File: src/rtl/als_pkg.sv
package als_pkg;

    // fixed widths of the channel fields
    localparam int MODE_W    = 2;
    localparam int KEY_IN_W  = 32;
    localparam int SLOT_IN_W = 4;
    localparam int STATUS_W  = 2;
    localparam int OCC_W     = 5;

    localparam logic [MODE_W-1:0] MODE_ALLOC  = 2'd0;
    localparam logic [MODE_W-1:0] MODE_FREE   = 2'd1;
    localparam logic [MODE_W-1:0] MODE_SEARCH = 2'd2;

    localparam logic [STATUS_W-1:0] ST_OK     = 2'd0;
    localparam logic [STATUS_W-1:0] ST_FULL   = 2'd1;
    localparam logic [STATUS_W-1:0] ST_UNUSED = 2'd2;
    localparam logic [STATUS_W-1:0] ST_MISS   = 2'd3;

    typedef enum logic [3:0] {
        S_CLEAR,
        S_IDLE,
        S_START,
        S_ALLOC_WR,
        S_FREE_CHK,
        S_FREE_RD,
        S_FREE_LINK,
        S_FREE_CLOSE,
        S_SRCH_FIRST,
        S_SRCH_CMP,
        S_DONE
    } als_state_t;

endpackage

File: src/rtl/als_if.sv
interface als_req_if;
    import als_pkg::*;

    logic                        valid;
    logic                        ready;
    logic [MODE_W-1:0]           mode;
    logic signed [KEY_IN_W-1:0]  key;
    logic [SLOT_IN_W-1:0]        slot_index;

    modport source (output valid, output mode, output key, output slot_index, input ready);
    modport sink   (input valid, input mode, input key, input slot_index, output ready);
endinterface

interface als_rsp_if;
    import als_pkg::*;

    logic                  valid;
    logic                  ready;
    logic [SLOT_IN_W-1:0]  result_slot;
    logic [STATUS_W-1:0]   status;
    logic [OCC_W-1:0]      occupancy;

    modport source (output valid, output result_slot, output status, output occupancy,
                    input ready);
    modport sink   (input valid, input result_slot, input status, input occupancy,
                    output ready);
endinterface

File: src/rtl/array_list_slot_allocator.sv
// slot allocator: a ring of LIST_LENGTH+1 slots kept as a doubly linked list in
// block memories, with the free run starting at the free head.
// req carries one word per operation (mode, key, slot_index); rsp returns one
// word per operation (result_slot, status, occupancy), in order.
// after reset the block runs a clearing pass over all LIST_LENGTH+1 slots that
// writes the initial links and clears the in-use flags; req.ready stays low
// during the pass.
// operations run one at a time. allocate passes S_START, S_ALLOC_WR and S_DONE
// (S_START and S_DONE when full); free passes S_START, S_FREE_CHK, S_FREE_RD,
// S_FREE_LINK, S_FREE_CLOSE and S_DONE, stopping after S_FREE_CHK for a slot
// not in use or for the free head and after S_START for a slot index beyond the
// ring; search passes S_START, S_SRCH_FIRST and one S_SRCH_CMP per slot walked
// (S_START and S_DONE on an empty list); unknown modes pass S_START and S_DONE.
// the next word is taken the cycle after the result is loaded.
// the walk reads one link and one key per cycle, and free needs a read of the
// old free head's back link after the unlink.
// the result sits in an output register: a new word is accepted while it
// waits, but a finished operation holds until rsp.ready drains that register.
module array_list_slot_allocator #(
    parameter int LIST_LENGTH = 15,
    parameter int KEY_WIDTH   = 32
) (
    input  logic      clk,
    input  logic      rst_n,
    als_req_if.sink   req,
    als_rsp_if.source rsp
);
    import als_pkg::*;

    localparam int SLOTS = LIST_LENGTH + 1;
    localparam int IDX_W = $clog2(SLOTS);
    localparam int CNT_W = $clog2(SLOTS + 1);
    localparam int CMP_W = ((IDX_W > SLOT_IN_W) ? IDX_W : SLOT_IN_W) + 1;
    localparam int KW1   = KEY_WIDTH + 1;
    localparam logic [IDX_W-1:0] LAST_IDX = IDX_W'(SLOTS - 1);

    als_state_t state_reg, state_next;

    logic [IDX_W-1:0]     clr_reg, clr_next;
    logic [IDX_W-1:0]     head_reg, head_next;
    logic [CNT_W-1:0]     used_reg, used_next;
    logic [CNT_W-1:0]     count_reg, count_next;
    logic [IDX_W-1:0]     p_reg, p_next;
    logic [MODE_W-1:0]    mode_reg;
    logic [KEY_WIDTH-1:0] key_reg;
    logic [SLOT_IN_W-1:0] idx_reg;
    logic [IDX_W-1:0]     res_slot_reg, res_slot_next;
    logic [STATUS_W-1:0]  res_status_reg, res_status_next;

    logic                 out_valid_reg, out_valid_next;
    logic [SLOT_IN_W-1:0] out_slot_reg;
    logic [STATUS_W-1:0]  out_status_reg;
    logic [OCC_W-1:0]     out_occ_reg;

    // memory ports
    logic             nx_we, pv_we, ky_we;
    logic [IDX_W-1:0] nx_waddr, pv_waddr, ky_waddr;
    logic [IDX_W-1:0] nx_wdata, pv_wdata;
    logic [KW1-1:0]   ky_wdata;
    logic [IDX_W-1:0] nx_raddr, pv_raddr, ky_raddr;
    logic [IDX_W-1:0] nx_rdata, pv_rdata;
    logic [KW1-1:0]   ky_rdata;

    logic             accept;
    logic             full;
    logic             idx_bad;
    logic [IDX_W-1:0] n_idx;
    logic             slot_used;
    logic             key_hit;
    logic             srch_last;
    logic             out_load;

    assign accept    = req.valid && req.ready;
    assign full      = (used_reg == CNT_W'(SLOTS));
    assign idx_bad   = (CMP_W'(idx_reg) >= CMP_W'(SLOTS));
    assign n_idx     = IDX_W'(idx_reg);
    assign slot_used = ky_rdata[KEY_WIDTH];
    assign key_hit   = (ky_rdata[KEY_WIDTH-1:0] == key_reg);
    assign srch_last = (CNT_W'(count_reg + 1'b1) == used_reg);
    assign out_load  = (state_reg == S_DONE) && (!out_valid_reg || rsp.ready);

    assign req.ready       = (state_reg == S_IDLE);
    assign rsp.valid       = out_valid_reg;
    assign rsp.result_slot = out_slot_reg;
    assign rsp.status      = out_status_reg;
    assign rsp.occupancy   = out_occ_reg;

    als_ram #(.WIDTH(IDX_W), .DEPTH(SLOTS)) u_next_ram (
        .clk   (clk),
        .we    (nx_we),
        .waddr (nx_waddr),
        .wdata (nx_wdata),
        .raddr (nx_raddr),
        .rdata (nx_rdata)
    );

    als_ram #(.WIDTH(IDX_W), .DEPTH(SLOTS)) u_prev_ram (
        .clk   (clk),
        .we    (pv_we),
        .waddr (pv_waddr),
        .wdata (pv_wdata),
        .raddr (pv_raddr),
        .rdata (pv_rdata)
    );

    // in-use flag on top of the stored key
    als_ram #(.WIDTH(KW1), .DEPTH(SLOTS)) u_key_ram (
        .clk   (clk),
        .we    (ky_we),
        .waddr (ky_waddr),
        .wdata (ky_wdata),
        .raddr (ky_raddr),
        .rdata (ky_rdata)
    );

    always_comb
    begin
        state_next = state_reg;
        unique case (state_reg)
            S_CLEAR:
            begin
                if (clr_reg == LAST_IDX)
                begin
                    state_next = S_IDLE;
                end
            end
            S_IDLE:
            begin
                if (accept)
                begin
                    state_next = S_START;
                end
            end
            S_START:
            begin
                unique case (mode_reg)
                    MODE_ALLOC:  state_next = full ? S_DONE : S_ALLOC_WR;
                    MODE_FREE:   state_next = idx_bad ? S_DONE : S_FREE_CHK;
                    MODE_SEARCH: state_next = (used_reg == '0) ? S_DONE : S_SRCH_FIRST;
                    default:     state_next = S_DONE;
                endcase
            end
            S_ALLOC_WR:
            begin
                state_next = S_DONE;
            end
            S_FREE_CHK:
            begin
                if (!slot_used || n_idx == head_reg)
                begin
                    state_next = S_DONE;
                end
                else
                begin
                    state_next = S_FREE_RD;
                end
            end
            S_FREE_RD:    state_next = S_FREE_LINK;
            S_FREE_LINK:  state_next = S_FREE_CLOSE;
            S_FREE_CLOSE: state_next = S_DONE;
            S_SRCH_FIRST: state_next = S_SRCH_CMP;
            S_SRCH_CMP:
            begin
                if (key_hit || srch_last)
                begin
                    state_next = S_DONE;
                end
            end
            S_DONE:
            begin
                if (out_load)
                begin
                    state_next = S_IDLE;
                end
            end
            default: state_next = S_IDLE;
        endcase
    end

    always_comb
    begin
        clr_next        = clr_reg;
        head_next       = head_reg;
        used_next       = used_reg;
        count_next      = count_reg;
        p_next          = p_reg;
        res_slot_next   = res_slot_reg;
        res_status_next = res_status_reg;

        nx_we    = 1'b0;
        nx_waddr = head_reg;
        nx_wdata = head_reg;
        nx_raddr = head_reg;
        pv_we    = 1'b0;
        pv_waddr = head_reg;
        pv_wdata = head_reg;
        pv_raddr = head_reg;
        ky_we    = 1'b0;
        ky_waddr = head_reg;
        ky_wdata = {1'b1, key_reg};
        ky_raddr = head_reg;

        unique case (state_reg)
            S_CLEAR:
            begin
                nx_we    = 1'b1;
                nx_waddr = clr_reg;
                nx_wdata = (clr_reg == LAST_IDX) ? '0 : IDX_W'(clr_reg + 1'b1);
                pv_we    = 1'b1;
                pv_waddr = clr_reg;
                pv_wdata = (clr_reg == '0) ? LAST_IDX : IDX_W'(clr_reg - 1'b1);
                ky_we    = 1'b1;
                ky_waddr = clr_reg;
                ky_wdata = '0;
                clr_next = IDX_W'(clr_reg + 1'b1);
            end
            S_START:
            begin
                res_slot_next   = '0;
                res_status_next = ST_OK;
                nx_raddr        = head_reg;
                pv_raddr        = head_reg;
                count_next      = '0;
                unique case (mode_reg)
                    MODE_ALLOC:
                    begin
                        if (full)
                        begin
                            res_status_next = ST_FULL;
                        end
                    end
                    MODE_FREE:
                    begin
                        nx_raddr = n_idx;
                        pv_raddr = n_idx;
                        ky_raddr = n_idx;
                        if (idx_bad)
                        begin
                            res_status_next = ST_UNUSED;
                        end
                    end
                    MODE_SEARCH:
                    begin
                        if (used_reg == '0)
                        begin
                            res_status_next = ST_MISS;
                        end
                    end
                    default:
                    begin
                        res_status_next = ST_OK;
                    end
                endcase
            end
            S_ALLOC_WR:
            begin
                // next link of the free head becomes the new head
                pv_we         = 1'b1;
                pv_waddr      = nx_rdata;
                pv_wdata      = head_reg;
                ky_we         = 1'b1;
                ky_waddr      = head_reg;
                ky_wdata      = {1'b1, key_reg};
                head_next     = nx_rdata;
                used_next     = CNT_W'(used_reg + 1'b1);
                res_slot_next = head_reg;
            end
            S_FREE_CHK:
            begin
                if (!slot_used)
                begin
                    res_status_next = ST_UNUSED;
                end
                else
                begin
                    ky_we         = 1'b1;
                    ky_waddr      = n_idx;
                    ky_wdata      = '0;
                    used_next     = CNT_W'(used_reg - 1'b1);
                    res_slot_next = n_idx;
                    if (n_idx != head_reg)
                    begin
                        // unlink: next[prev] = next, prev[next] = prev
                        nx_we    = 1'b1;
                        nx_waddr = pv_rdata;
                        nx_wdata = nx_rdata;
                        pv_we    = 1'b1;
                        pv_waddr = nx_rdata;
                        pv_wdata = pv_rdata;
                    end
                end
            end
            S_FREE_RD:
            begin
                pv_raddr = head_reg;
            end
            S_FREE_LINK:
            begin
                // tail of the used run now links forward to the freed slot
                nx_we    = 1'b1;
                nx_waddr = pv_rdata;
                nx_wdata = n_idx;
                pv_we    = 1'b1;
                pv_waddr = n_idx;
                pv_wdata = pv_rdata;
            end
            S_FREE_CLOSE:
            begin
                pv_we     = 1'b1;
                pv_waddr  = head_reg;
                pv_wdata  = n_idx;
                nx_we     = 1'b1;
                nx_waddr  = n_idx;
                nx_wdata  = head_reg;
                head_next = n_idx;
            end
            S_SRCH_FIRST:
            begin
                // newest used slot, fetch its key and back link together
                p_next   = pv_rdata;
                pv_raddr = pv_rdata;
                ky_raddr = pv_rdata;
            end
            S_SRCH_CMP:
            begin
                if (key_hit)
                begin
                    res_slot_next = p_reg;
                end
                else if (srch_last)
                begin
                    res_status_next = ST_MISS;
                end
                else
                begin
                    count_next = CNT_W'(count_reg + 1'b1);
                    p_next     = pv_rdata;
                    pv_raddr   = pv_rdata;
                    ky_raddr   = pv_rdata;
                end
            end
            default:
            begin
                clr_next = clr_reg;
            end
        endcase
    end

    always_comb
    begin
        out_valid_next = out_valid_reg;
        if (out_load)
        begin
            out_valid_next = 1'b1;
        end
        else if (rsp.ready)
        begin
            out_valid_next = 1'b0;
        end
    end

    always_ff @(posedge clk or negedge rst_n)
    begin
        if (!rst_n)
        begin
            state_reg      <= S_CLEAR;
            clr_reg        <= '0;
            head_reg       <= '0;
            used_reg       <= '0;
            count_reg      <= '0;
            out_valid_reg  <= 1'b0;
        end
        else
        begin
            state_reg      <= state_next;
            clr_reg        <= clr_next;
            head_reg       <= head_next;
            used_reg       <= used_next;
            count_reg      <= count_next;
            out_valid_reg  <= out_valid_next;
        end
    end

    always_ff @(posedge clk)
    begin
        p_reg          <= p_next;
        res_slot_reg   <= res_slot_next;
        res_status_reg <= res_status_next;
        if (accept)
        begin
            mode_reg <= req.mode;
            key_reg  <= KEY_WIDTH'(req.key);
            idx_reg  <= req.slot_index;
        end
        if (out_load)
        begin
            out_slot_reg   <= SLOT_IN_W'(res_slot_reg);
            out_status_reg <= res_status_reg;
            out_occ_reg    <= OCC_W'(used_reg);
        end
    end

endmodule

File: src/rtl/als_ram.sv
module als_ram #(
    parameter int WIDTH = 8,
    parameter int DEPTH = 16
) (
    input  logic                     clk,
    input  logic                     we,
    input  logic [$clog2(DEPTH)-1:0] waddr,
    input  logic [WIDTH-1:0]         wdata,
    input  logic [$clog2(DEPTH)-1:0] raddr,
    output logic [WIDTH-1:0]         rdata
);

    logic [WIDTH-1:0] mem [DEPTH];

    always_ff @(posedge clk)
    begin
        if (we)
        begin
            mem[waddr] <= wdata;
        end
        rdata <= mem[raddr];
    end

endmodule

File: src/flat_wrapper.sv
// flat-port wrapper written by rule: the top's interface ports become plain ports
module array_list_slot_allocator_flat import als_pkg::*;
#(
    parameter int LIST_LENGTH = 15,
    parameter int KEY_WIDTH   = 32
)
  (clk, rst_n, req_valid, req_mode, req_key, req_slot_index, req_ready, rsp_valid, rsp_result_slot, rsp_status, rsp_occupancy, rsp_ready);
  als_req_if req_i ();
  als_rsp_if rsp_i ();
  input  logic clk;
  input  logic rst_n;
  input wire logic [$bits(req_i.valid)-1:0] req_valid;
  input wire logic [$bits(req_i.mode)-1:0] req_mode;
  input wire logic [$bits(req_i.key)-1:0] req_key;
  input wire logic [$bits(req_i.slot_index)-1:0] req_slot_index;
  output wire logic [$bits(req_i.ready)-1:0] req_ready;
  output wire logic [$bits(rsp_i.valid)-1:0] rsp_valid;
  output wire logic [$bits(rsp_i.result_slot)-1:0] rsp_result_slot;
  output wire logic [$bits(rsp_i.status)-1:0] rsp_status;
  output wire logic [$bits(rsp_i.occupancy)-1:0] rsp_occupancy;
  input wire logic [$bits(rsp_i.ready)-1:0] rsp_ready;
  assign req_i.valid = req_valid;
  assign req_i.mode = req_mode;
  assign req_i.key = req_key;
  assign req_i.slot_index = req_slot_index;
  assign req_ready = req_i.ready;
  assign rsp_valid = rsp_i.valid;
  assign rsp_result_slot = rsp_i.result_slot;
  assign rsp_status = rsp_i.status;
  assign rsp_occupancy = rsp_i.occupancy;
  assign rsp_i.ready = rsp_ready;
  array_list_slot_allocator #(.LIST_LENGTH(LIST_LENGTH), .KEY_WIDTH(KEY_WIDTH)) u_core (.clk(clk), .rst_n(rst_n), .req(req_i), .rsp(rsp_i));
endmodule
File: config.mk
export PLATFORM = sky130hd
export DESIGN_NAME = array_list_slot_allocator_flat
export DESIGN_NICKNAME = d
export VERILOG_FILES = /design/src/rtl/als_pkg.sv /design/src/rtl/als_if.sv /design/src/rtl/array_list_slot_allocator.sv /design/src/rtl/als_ram.sv /design/src/flat_wrapper.sv
export SDC_FILE = /design/constraint.sdc
export NUM_CORES = 1
export LEC_CHECK = 0
export ABC_AREA = 0
export BUFFER_PORTS_ARGS = -buffer_cell sky130_fd_sc_hd__buf_2
export CORE_MARGIN = 4
export CORE_UTILIZATION = 40
export CTS_CLUSTER_SIZE = 25
export DETAILED_ROUTE_END_ITERATION = 12
export GPL_ROUTABILITY_DRIVEN = 0
export SLEW_MARGIN = 40
export SYNTH_ARGS = -nofsm -noshare
export SYNTH_HDL_FRONTEND = slang
export SYNTH_SLANG_ARGS = --single-unit
File: constraint.sdc
create_clock -name clk -period 8.7 [get_ports clk]
set_input_delay 0.435 -clock clk [delete_from_list [all_inputs] [get_ports clk]]
set_output_delay 0.435 -clock clk [all_outputs]
set_load 0.005 [all_outputs]
# Yosys cells after proc, flatten, opt, wreduce, memory -nomap -nowiden
# Memories as Yosys holds them, arrays and structs flattened. A register that Yosys moved wholly into a read port is not among the register bits.
# Cells that the tools add are included.
[totals] register_bits=82 latch_bits=0 ram_bits=656 mem_bits_ro=0 output_inout_bits=13 wordCells=140 memories=3
[memory_table] memory="u_core.u_key_ram.mem" words=16 width=33 rd=1 rd_clocked_by_memory_dff=1 write_ports=1 line_no="als_ram.sv:13" text="logic [WIDTH-1:0] mem [DEPTH];"
[memory_table] memory="u_core.u_next_ram.mem" words=16 width=4 rd=1 rd_clocked_by_memory_dff=1 write_ports=1 line_no="als_ram.sv:13"
[memory_table] memory="u_core.u_prev_ram.mem" words=16 width=4 rd=1 rd_clocked_by_memory_dff=1 write_ports=1 line_no="als_ram.sv:13"
[classes] addsub=5 multipliers=0 div_mod_pow=0 n_lt_le_gt_ge=0 eq_ne=28 shift=0 muxes=61 bitwise_logic=0 reduce_logical=28
[op_table] cell="4-bit 2-to-1 mux" n=21
[op_table] cell="33-bit case mux with 2 select lines" n=1
[op_table] cell="4-bit case mux with 4 select lines" n=4
[op_table] cell="4-bit case mux with 10 select lines" n=1
[op_table] cell="4-bit case mux with 3 select lines" n=3
[op_table] cell="33-bit 2-to-1 mux" n=1
[op_table] cell="32-bit equality test" n=1
[op_table] cell="4-bit case mux with 2 select lines" n=3
[op_table] cell="5-bit case mux with 2 select lines" n=2
[op_table] cell="4-bit by 3-bit equality test with 1-bit output (second input constant)" n=4
[op_table] cell="4-bit equality test (second input constant)" n=4
[op_table] cell="5-bit 2-to-1 mux" n=3
[op_table] cell="1-bit 2-to-1 mux" n=12
[op_table] cell="5-bit by 1-bit adder with 5-bit output (second input constant)" n=2
[op_table] cell="2-bit 2-to-1 mux" n=5
[op_table] cell="2-bit by 1-bit inequality test with 1-bit output (second input constant)" n=5
[op_table] cell="2-bit inequality test (second input constant)" n=5
[op_table] cell="2-bit nonzero test" n=5
[op_table] cell="3-bit AND reduction" n=3
[op_table] cell="4-bit by 2-bit equality test with 1-bit output (second input constant)" n=2
[op_table] cell="4-bit logical NOT" n=2
[op_table] cell="4-bit AND reduction" n=2
[op_table] cell="1-bit case mux with 2 select lines" n=3
[op_table] cell="2-bit case mux with 3 select lines" n=1
[op_table] cell="other kinds (22)" n=27

# Depth between registers and ports, before layout
# Gate-level depths: netlist of the first run.
[logic_depth] depth_word=6 mapped_depth=13

# By module
# From an unflattened synthesis of the first run, not the netlist that was laid out.
[unflattened] cells_unflattened=1593 hier_area_um2=30938.4
[by_module_without_submodules] mod="als_ram (u_core.u_key_ram)" n_inst=1 cells_per_inst=864 area_per_inst_um2=20631.0 seq_area_each_um2=16515.8
[by_module_without_submodules] mod="als_ram (u_core.u_next_ram ...)" n_inst=2 cells_per_inst=130 area_per_inst_um2=2666.3 seq_area_each_um2=2001.9
[by_module_without_submodules] mod="array_list_slot_allocator" n_inst=1 cells_per_inst=469 area_per_inst_um2=4974.8 seq_area_each_um2=2347.3

# Worst setup path after synthesis of the first run
# Ideal clock, no wire load.
[synth_path] path_kind="register to register" from="register u_core.state_reg[2]" to="register u_core.idx_reg[0] (enable)" setup_ps=481 arrival_ps=3492 required_time_ps=8219 path_slack_ps=4728 path_stages_with_launch=5 cell_sequence="dfrtp_1 > clkbuf_1 > nor2_1 > inv_1 > nor3_1"
[synth_between] elab_chain_len=2
[synth_lines] item="start, declared" line_no="array_list_slot_allocator.sv:37" text="als_state_t state_reg, state_next;"
[synth_lines] item="start signal, assigned" line_no="array_list_slot_allocator.sv:375" text="state_reg <= state_next;"
[synth_lines] item="4-bit by 1-bit equality test with 1-bit output" line_no="array_list_slot_allocator.sv:82" text="assign req.ready = (state_reg == S_IDLE);"
[synth_lines] item="1-bit logical AND" line_no="array_list_slot_allocator.sv:73" text="assign accept = req.valid && req.ready;"
[synth_lines] item="via u_core.accept" line_no="array_list_slot_allocator.sv:64" text="logic accept;"
[synth_lines] item="end signal, assigned" line_no="array_list_slot_allocator.sv:393" text="idx_reg <= req.slot_index;"
[synth_lines] item="end, declared" line_no="array_list_slot_allocator.sv:46" text="logic [SLOT_IN_W-1:0] idx_reg;"
# The timed path passes the listed nets, and every way through them passes these cells.
# A chain may end at the register's enable or synchronous reset.

# Worst setup path after layout of the first run
[layout_path] from="register u_core.key_reg[26]" to="register u_core.u_key_ram.rdata[15], read port of u_core.u_key_ram.mem"
[layout_between] elab_chain_len=3
[layout_lines] item="start, declared" line_no="array_list_slot_allocator.sv:45" text="logic [KEY_WIDTH-1:0] key_reg;"
[layout_lines] item="start signal, assigned" line_no="array_list_slot_allocator.sv:392" text="key_reg <= KEY_WIDTH'(req.key);"
[layout_lines] item="32-bit equality test" line_no="array_list_slot_allocator.sv:78" text="assign key_hit = (ky_rdata[KEY_WIDTH-1:0] == key_reg);"
[layout_lines] item="4-bit 2-to-1 mux" line_no="array_list_slot_allocator.sv:326" text="if (key_hit)"
[layout_lines] item="4-bit case mux with 3 select lines" line_no="array_list_slot_allocator.sv:203" text="unique case (state_reg)"
[layout_lines] item="end, declared" line_no="als_ram.sv:10" text="output logic [WIDTH-1:0] rdata"
# No other way between the ends.

==> impl_metrics.py, run 1 <==
metrics = {
    "status": {
        "status": "finished, final reports clean",
    },
    "layout": {
        "regMostFlops": "u_core.u_key_ram.mem",
        "syn2layout_area_growth_pct": 14.5,
        "finalNetCount": 2003,
        "final_common_cell": "edfxtp_1",
        "reg_top3": "u_core.u_key_ram.mem x528, u_core.u_next_ram.mem x64, u_core.u_prev_ram.mem x64",
        "antenna_cells": 0,
        "design_area_mm2": 0.0355,
        "final_layout_size_suffix_gt1_share_pct": 13.8,
        "largest_reg_flops": 528,
        "layout_common_cells": "edfxtp_1 (715), mux2i_1 (305), o22ai_1 (153)",
    },
    "synth": {
        "netlist_area_mm2": 0.0310,
        "ys_ff_latch": 779,
        "ys_seq_area_share_pct": 73.8,
        "synthFlopType": "edfxtp_1",
        "async_flop_share_pct": 2.95,
        "synth-edff-count": 715,
        "avgSynthCellArea_um2": 16.8,
        "synth.distinct_cells": 73,
        "synth_nets": 1888,
        "synthCells": 1839,
        "yosys_warnings": 0,
    },
    "drt": {
        "dr.first_iter.drc_count": 1428,
        "wire_per_inst_um": 24.2,
        "ant_nets": 0,
        "drc": 0,
        "finalWirelength_um": 74000,
        "vias": 16800,
        "vias_per_cell": 5.51,
        "dr.pass1.iters": 7,
    },
    "floorplanning": {
        "initial_core_util_pct": 40.6,
        "die_width_um": 286,
        "core_mm2": 0.0763,
        "rows": 101,
        "die_y_um": 286,
        "pin_count": 55,
        "design.die.area_mm2": 0.0820,
    },
    "pwr": {
        "p_total_mw": 14.3,
        "ir_drop_mv": 0.463,
        "powerDensity_mw_per_mm2": 403,
        "p_leak_nw": 13.0,
    },
    "timing": {
        "rsz0062_at_grt": "false",
        "tightest_slew_ns": 0.864,
        "fin_tns_setup_ns": 0,
        "hold_viol": 0,
        "fin_crit_ns": 5.41,
        "maxSlewViolCount": 0,
        "finalClockSkew_ns": 0.0386,
        "fmaxAchievable_ghz": 0.185,
        "fin_crit_sh_pct": 62.2,
        "slew_headroom_pct": 42.4,
        "setup_viol": 0,
    },
    "clocking": {
        "post_cts_resized": 0,
        "cts_buffers": 81,
        "insertion_delay_ns": 0.65,
        "cts_max_path_buffers": 3,
        "cts-root-buf": "clkbuf_16",
        "htree_num_levels": 3,
        "cts_tree": "built",
        "clock-sinks": 779,
        "postCtsHoldBufs": 34,
        "post_cts_buffers": 0,
        "path_clk_slew_ns": 0.06,
    },
    "placed_design": {
        "portBuffers": 54,
        "place_hpwl_um": 37200,
        "placed_area_mm2": 0.0324,
    },
    "critical_path": {
        "critPathKind": "reg2reg",
        "reg2reg_depth": 13,
        "arrival_ns": 5.93,
        "cp_max_fo": 80,
        "start_kind": "flop",
        "timing.rr.end": "u_core.u_key_ram.rdata[15]",
        "r2r_slack_ns": 3.29,
        "required_ns": 9.22,
        "r2r-start": "u_core.key_reg[26]",
        "endpoint_kind": "flop",
    },
    "grt": {
        "track_usage_pct": 17.8,
        "grt_pass1_wl_um": 108000,
        "grt_max_degree": 81,
        "antenna_found_initial": 1,
        "grt_overflow": 0,
        "grt_pass1_vias": 16800,
    },
    "min_path": {
        "hp-class": "in2reg",
        "holdPathStages": 1,
        "hold_start": "req_key[10]",
        "worstHoldEndpoint": "u_core.key_reg[10]",
    },
    "flow_run": {
        "maxCapViolCount": 0,
    },
}
==> cell usage after synthesis (6+ instances only) <==
cell | instances | area share [%]
nor2_1 | 79 | 0.96
a22oi_1 | 13 | 0.32
nand4_1 | 10 | 0.20
o21a_1 | 6 | 0.15
edfxtp_1 | 715 | 69
o22ai_1 | 153 | 3.1
xor2_1 | 11 | 0.31
xnor2_1 | 46 | 1.3
mux2i_1 | 306 | 9.9
buf_2 | 35 | 0.57
inv_1 | 15 | 0.18
and2_1 | 38 | 0.77
dfxtp_1 | 41 | 2.6
buf_12 | 6 | 0.39
nor2b_1 | 7 | 0.14
ha_1 | 6 | 0.24
nand2b_1 | 10 | 0.20
nand3_1 | 13 | 0.21
clkbuf_8 | 7 | 0.31
nand2_1 | 78 | 0.95
o21ai_0 | 31 | 0.50
buf_6 | 7 | 0.25
dfrtp_1 | 23 | 1.9
a21oi_1 | 28 | 0.45
mux4_2 | 16 | 1.2
clkbuf_1 | 22 | 0.27
or4_1 | 38 | 0.92
==> worst max-delay path: stages (launching register included) <==
cell	delay, ns
edfxtp_1	0.40
xnor2_1	0.54
nand4_1	0.38
nor4_2	0.73
a21o_4	0.26
nor2_1	0.12
a221oi_4	0.58
buf_6	0.23
buf_6	0.16
buf_12	0.35
buf_16	0.45
mux2i_1	0.26
o22ai_1	0.10
or4_1	0.56
==> worst max path at each step <==
stage          slack (ns)                         end                start
6_report             3.29  u_core.u_key_ram.rdata[15]   u_core.key_reg[26]
4_1_cts              3.44   u_core.u_key_ram.rdata[3]   u_core.key_reg[26]
5_1_grt              3.25  u_core.u_key_ram.rdata[16]   u_core.key_reg[26]
2_1_floorplan        4.73           u_core.idx_reg[0]  u_core.state_reg[2]
3_5_place_dp         3.46  u_core.u_key_ram.rdata[15]   u_core.key_reg[26]
3_3_place_gp         3.35   u_core.u_key_ram.rdata[3]   u_core.key_reg[26]
==> layer usage <==
layer | global-route usage, % | wire, um | share of wire [%] | up-vias
met1 | 24.4 | 31900 | 43 | 8566
met4 | 5.74 | 1970 | 2.7 | 2
met5 | 0 | 13 | 0.018 | -
met2 | 28.8 | 35200 | 48 | 640
met3 | 3.22 | 4910 | 6.6 | 128
li1 | - | - | - | 7472
==> power breakdown <==
group | internal (mW) | total, mW | switching [mW]
sequential | 5.13 | 5.44 | 0.309
combinational | 1.99 | 5.37 | 3.38
clock | 2.02 | 3.50 | 1.48
==> kinds of logic after synthesis <==
group	Yosys count	share of synthesized area [%]
AOI/OAI and AO/OA	266	5.57
DFF	779	73.8
and+or+nand+nor	303	5.20
adders and majority gates	7	0.307
xor gates and xnor gates	58	1.68
muxes	324	11.1
buffers and inverters	102	2.30
==> metrics by stage <==
step / cells / worst slack, ns / utilization [%] / hold WS (ns)
after floorplan: 1839 / 4.73 / - / 0.139
after global placement: 2863 / 3.35 / 42.3 / 0.409
after detailed placement: 2866 / 3.46 / 42.4 / 0.405
after CTS: 3051 / 3.44 / 46.4 / 0.000236
after global routing: 3052 / 3.25 / 46.5 / 0.00529
final: 3052 / 3.29 / 46.5 / 0.0216
==> cell type report <==
type | count | area, um^2
inverter | 15 | 56.3
timing repair buffer | 119 | 921
tap | 1030 | 1290
sequential | 779 | 22900
fill | 6488 | 40900
clock buffer | 108 | 2240
multi-input combinational | 958 | 7590
clock inverter | 43 | 515
Note: power is estimated with default switching activity, not from simulation.
==> inputs of run 2 (changes only) <==
==> constraint.sdc (replaced) <==
create_clock -name clk -period 5.25 [get_ports clk]
set_input_delay 0.2625 -clock clk [delete_from_list [all_inputs] [get_ports clk]]
set_output_delay 0.2625 -clock clk [all_outputs]
set_load 0.005 [all_outputs]
==> run 2 against run 1 <==
  * Die area did not move
  * Maximum frequency is 22% higher
  * Count of clock-buffer cells in the layout is 8 higher
  * Global-route usage grew 0.32 points
  * Final cell count rose by 1.5%
  * Register-to-register slack lost 2.5 ns
  * First-iteration DRC count up 6.6%
  * Via count grew 0.32%
  * Non-clock buffer count rose by 46
  * Clock power rose by 61%
  * Worst setup slack lost 2.5 ns
  * Critical path type unchanged
  * Largest power group is now combinational logic
==> impl_metrics.py, run 2 (same netlist as run 1, synthesis figures left out) <==
metrics = {
    "status": {
        "status": "finished, final reports clean",
    },
    "timing": {
        "fmaxAchievable_ghz": 0.225,
        "fin_crit_sh_pct": 84.8,
        "tightest_slew_ns": 0.828,
        "rsz0062_at_grt": "false",
        "finalClockSkew_ns": 0.0399,
        "whs_ns": 0.172,
        "hold_viol": 0,
        "fin_crit_ns": 4.45,
        "fin_tns_setup_ns": 0,
        "setup_slack_ns": 0.801,
        "maxSlewViolCount": 0,
        "slew_headroom_pct": 44.6,
        "setup_viol": 0,
    },
    "critical_path": {
        "endpoint": "u_core.u_key_ram.rdata[30]",
        "timing.rr.end": "u_core.u_key_ram.rdata[30]",
        "start_kind": "flop",
        "r2r-start": "u_core.key_reg[16]",
        "arrival_ns": 4.93,
        "required_ns": 5.73,
        "startpoint": "u_core.key_reg[16]",
        "r2r_slack_ns": 0.80,
        "cp_max_fo": 24,
        "endpoint_kind": "flop",
        "critPathKind": "reg2reg",
        "reg2reg_depth": 10,
    },
    "clocking": {
        "post_cts_resized": 0,
        "cts-root-buf": "clkbuf_16",
        "cts_buffers": 82,
        "cts_tree": "built",
        "htree_num_levels": 3,
        "clock-sinks": 779,
        "cts_max_path_buffers": 3,
        "path_clk_slew_ns": 0.06,
        "insertion_delay_ns": 0.63,
    },
    "drt": {
        "drc": 0,
        "ant_nets": 0,
        "dr.first_iter.drc_count": 1522,
        "dr.pass1.iters": 5,
        "wire_per_inst_um": 24.1,
        "finalWirelength_um": 74700,
        "vias_per_cell": 5.44,
        "vias": 16900,
    },
    "grt": {
        "track_usage_pct": 18.1,
        "grt_overflow": 0,
        "grt_max_degree": 50,
        "antenna_found_initial": 2,
        "grt_pass1_wl_um": 110000,
        "grt_pass1_vias": 17000,
    },
    "placed_design": {
        "pre_cts_ws_ns": 0.884,
        "portBuffers": 54,
        "place_inst": 2907,
        "place_hpwl_um": 44200,
    },
    "floorplanning": {
        "design.die.area_mm2": 0.0820,
        "core_mm2": 0.0763,
        "pin_count": 55,
        "die_width_um": 286,
        "initial_core_util_pct": 40.6,
        "die_y_um": 286,
        "rows": 101,
    },
    "layout": {
        "finalNetCount": 2050,
        "regMostFlops": "u_core.u_key_ram.mem",
        "syn2layout_area_growth_pct": 15.9,
        "fillCellCount": 6491,
        "seq_area_mm2": 0.0229,
        "layout_common_cells": "edfxtp_1 (715), mux2i_1 (305), o22ai_1 (153)",
        "final_layout_size_suffix_gt1_share_pct": 14.9,
        "reg_top3": "u_core.u_key_ram.mem x528, u_core.u_next_ram.mem x64, u_core.u_prev_ram.mem x64",
        "largest_reg_flops": 528,
        "final_common_cell": "edfxtp_1",
        "multi_input_area_mm2": 0.00756,
        "stdcell_count": 3097,
    },
    "pwr": {
        "powerDensity_mw_per_mm2": 674,
        "ir_drop_mv": 0.349,
        "p_leak_nw": 13.2,
    },
    "flow_run": {
        "maxCapViolCount": 0,
    },
    "min_path": {
        "hp-class": "in2async",
    },
}
==> run 2: cell count changes in the layout (fill, tap and decap cells not counted), sizes merged <==
cell / delta
buf: +40
bufinv: -1
clkbuf: +8
clkinv: -11
clkinvlp: -1
diode: +1
dlygate4sd3: +6
inv: +3
==> run 2: per-stage QoR <==
step / total power [mW] / util [%] / cell area (um^2)
6_report: 24.2 / 47.1 / 35900
5_1_grt: 25.3 / 47.1 / 35900
4_1_cts: 24.4 / 47.1 / 35900
3_5_place_dp: 18.7 / 43.1 / 32900
3_3_place_gp: 18.5 / 43.1 / 32900
2_1_floorplan: 15.5 / - / 31000
==> run 2: worst min-delay path by stage <==
stage                                     to  slack (ns)  startpoint
final                       u_core.rsp.valid        0.17       rst_n
after global placement    u_core.head_reg[0]        0.29       rst_n
after global routing       u_core.idx_reg[1]        0.20   req_valid
after detailed placement    u_core.rsp.valid        0.30       rst_n
after floorplan            u_core.clr_reg[0]       -0.03       rst_n
after CTS                   u_core.rsp.valid        0.17       rst_n
==> run 2: final cells by class <==
| type | instances | share of cell area (%) |
|---|---|---|
| multi-input cells | 958 | 21.1 |
| inverters | 15 | 0.157 |
| repair buffers | 165 | 4.26 |
| diodes | 1 | 0.00697 |
| well taps | 1030 | 3.59 |
| clock inverters | 33 | 0.860 |
| flip-flops and latches | 779 | 63.7 |
| clock buffers | 116 | 6.41 |
==> run 2: report_power, final <==
group / internal [mW] / leakage (nW) / switching [mW] / total, mW
logic: 3.83 / 4.82 / 5.75 / 9.59
clock network: 3.30 / 1.28 / 2.31 / 5.62
registers: 8.50 / 7.13 / 0.487 / 8.99
total: 15.6 / 13.2 / 8.55 / 24.2
==> run 2: repair_timing <==
item,in CTS,in global routing
setup buffers,0,0
hold endpoints to repair,63,0
hold buffers,40,0
==> run 2: per-layer routing <==
metal,vias to the layer above,GRT usage (%),share of wire [%]
met5,-,0,0
li1,7570,-,-
met4,0,5.48,2.7
met3,136,2.99,6.2
met1,8575,25.5,44
met2,580,29.0,47
==> run 2: worst max-delay path, cell delays in order (launching register included) <==
cell	delay (ns)
edfxtp_1	0.45
xnor2_1	0.42
nand4_1	0.53
nor4_4	0.50
a21o_4	0.21
o21ai_4	0.11
a221oi_4	0.51
nand3b_4	0.57
buf_4	0.32
o22ai_1	0.12
or4_1	0.56
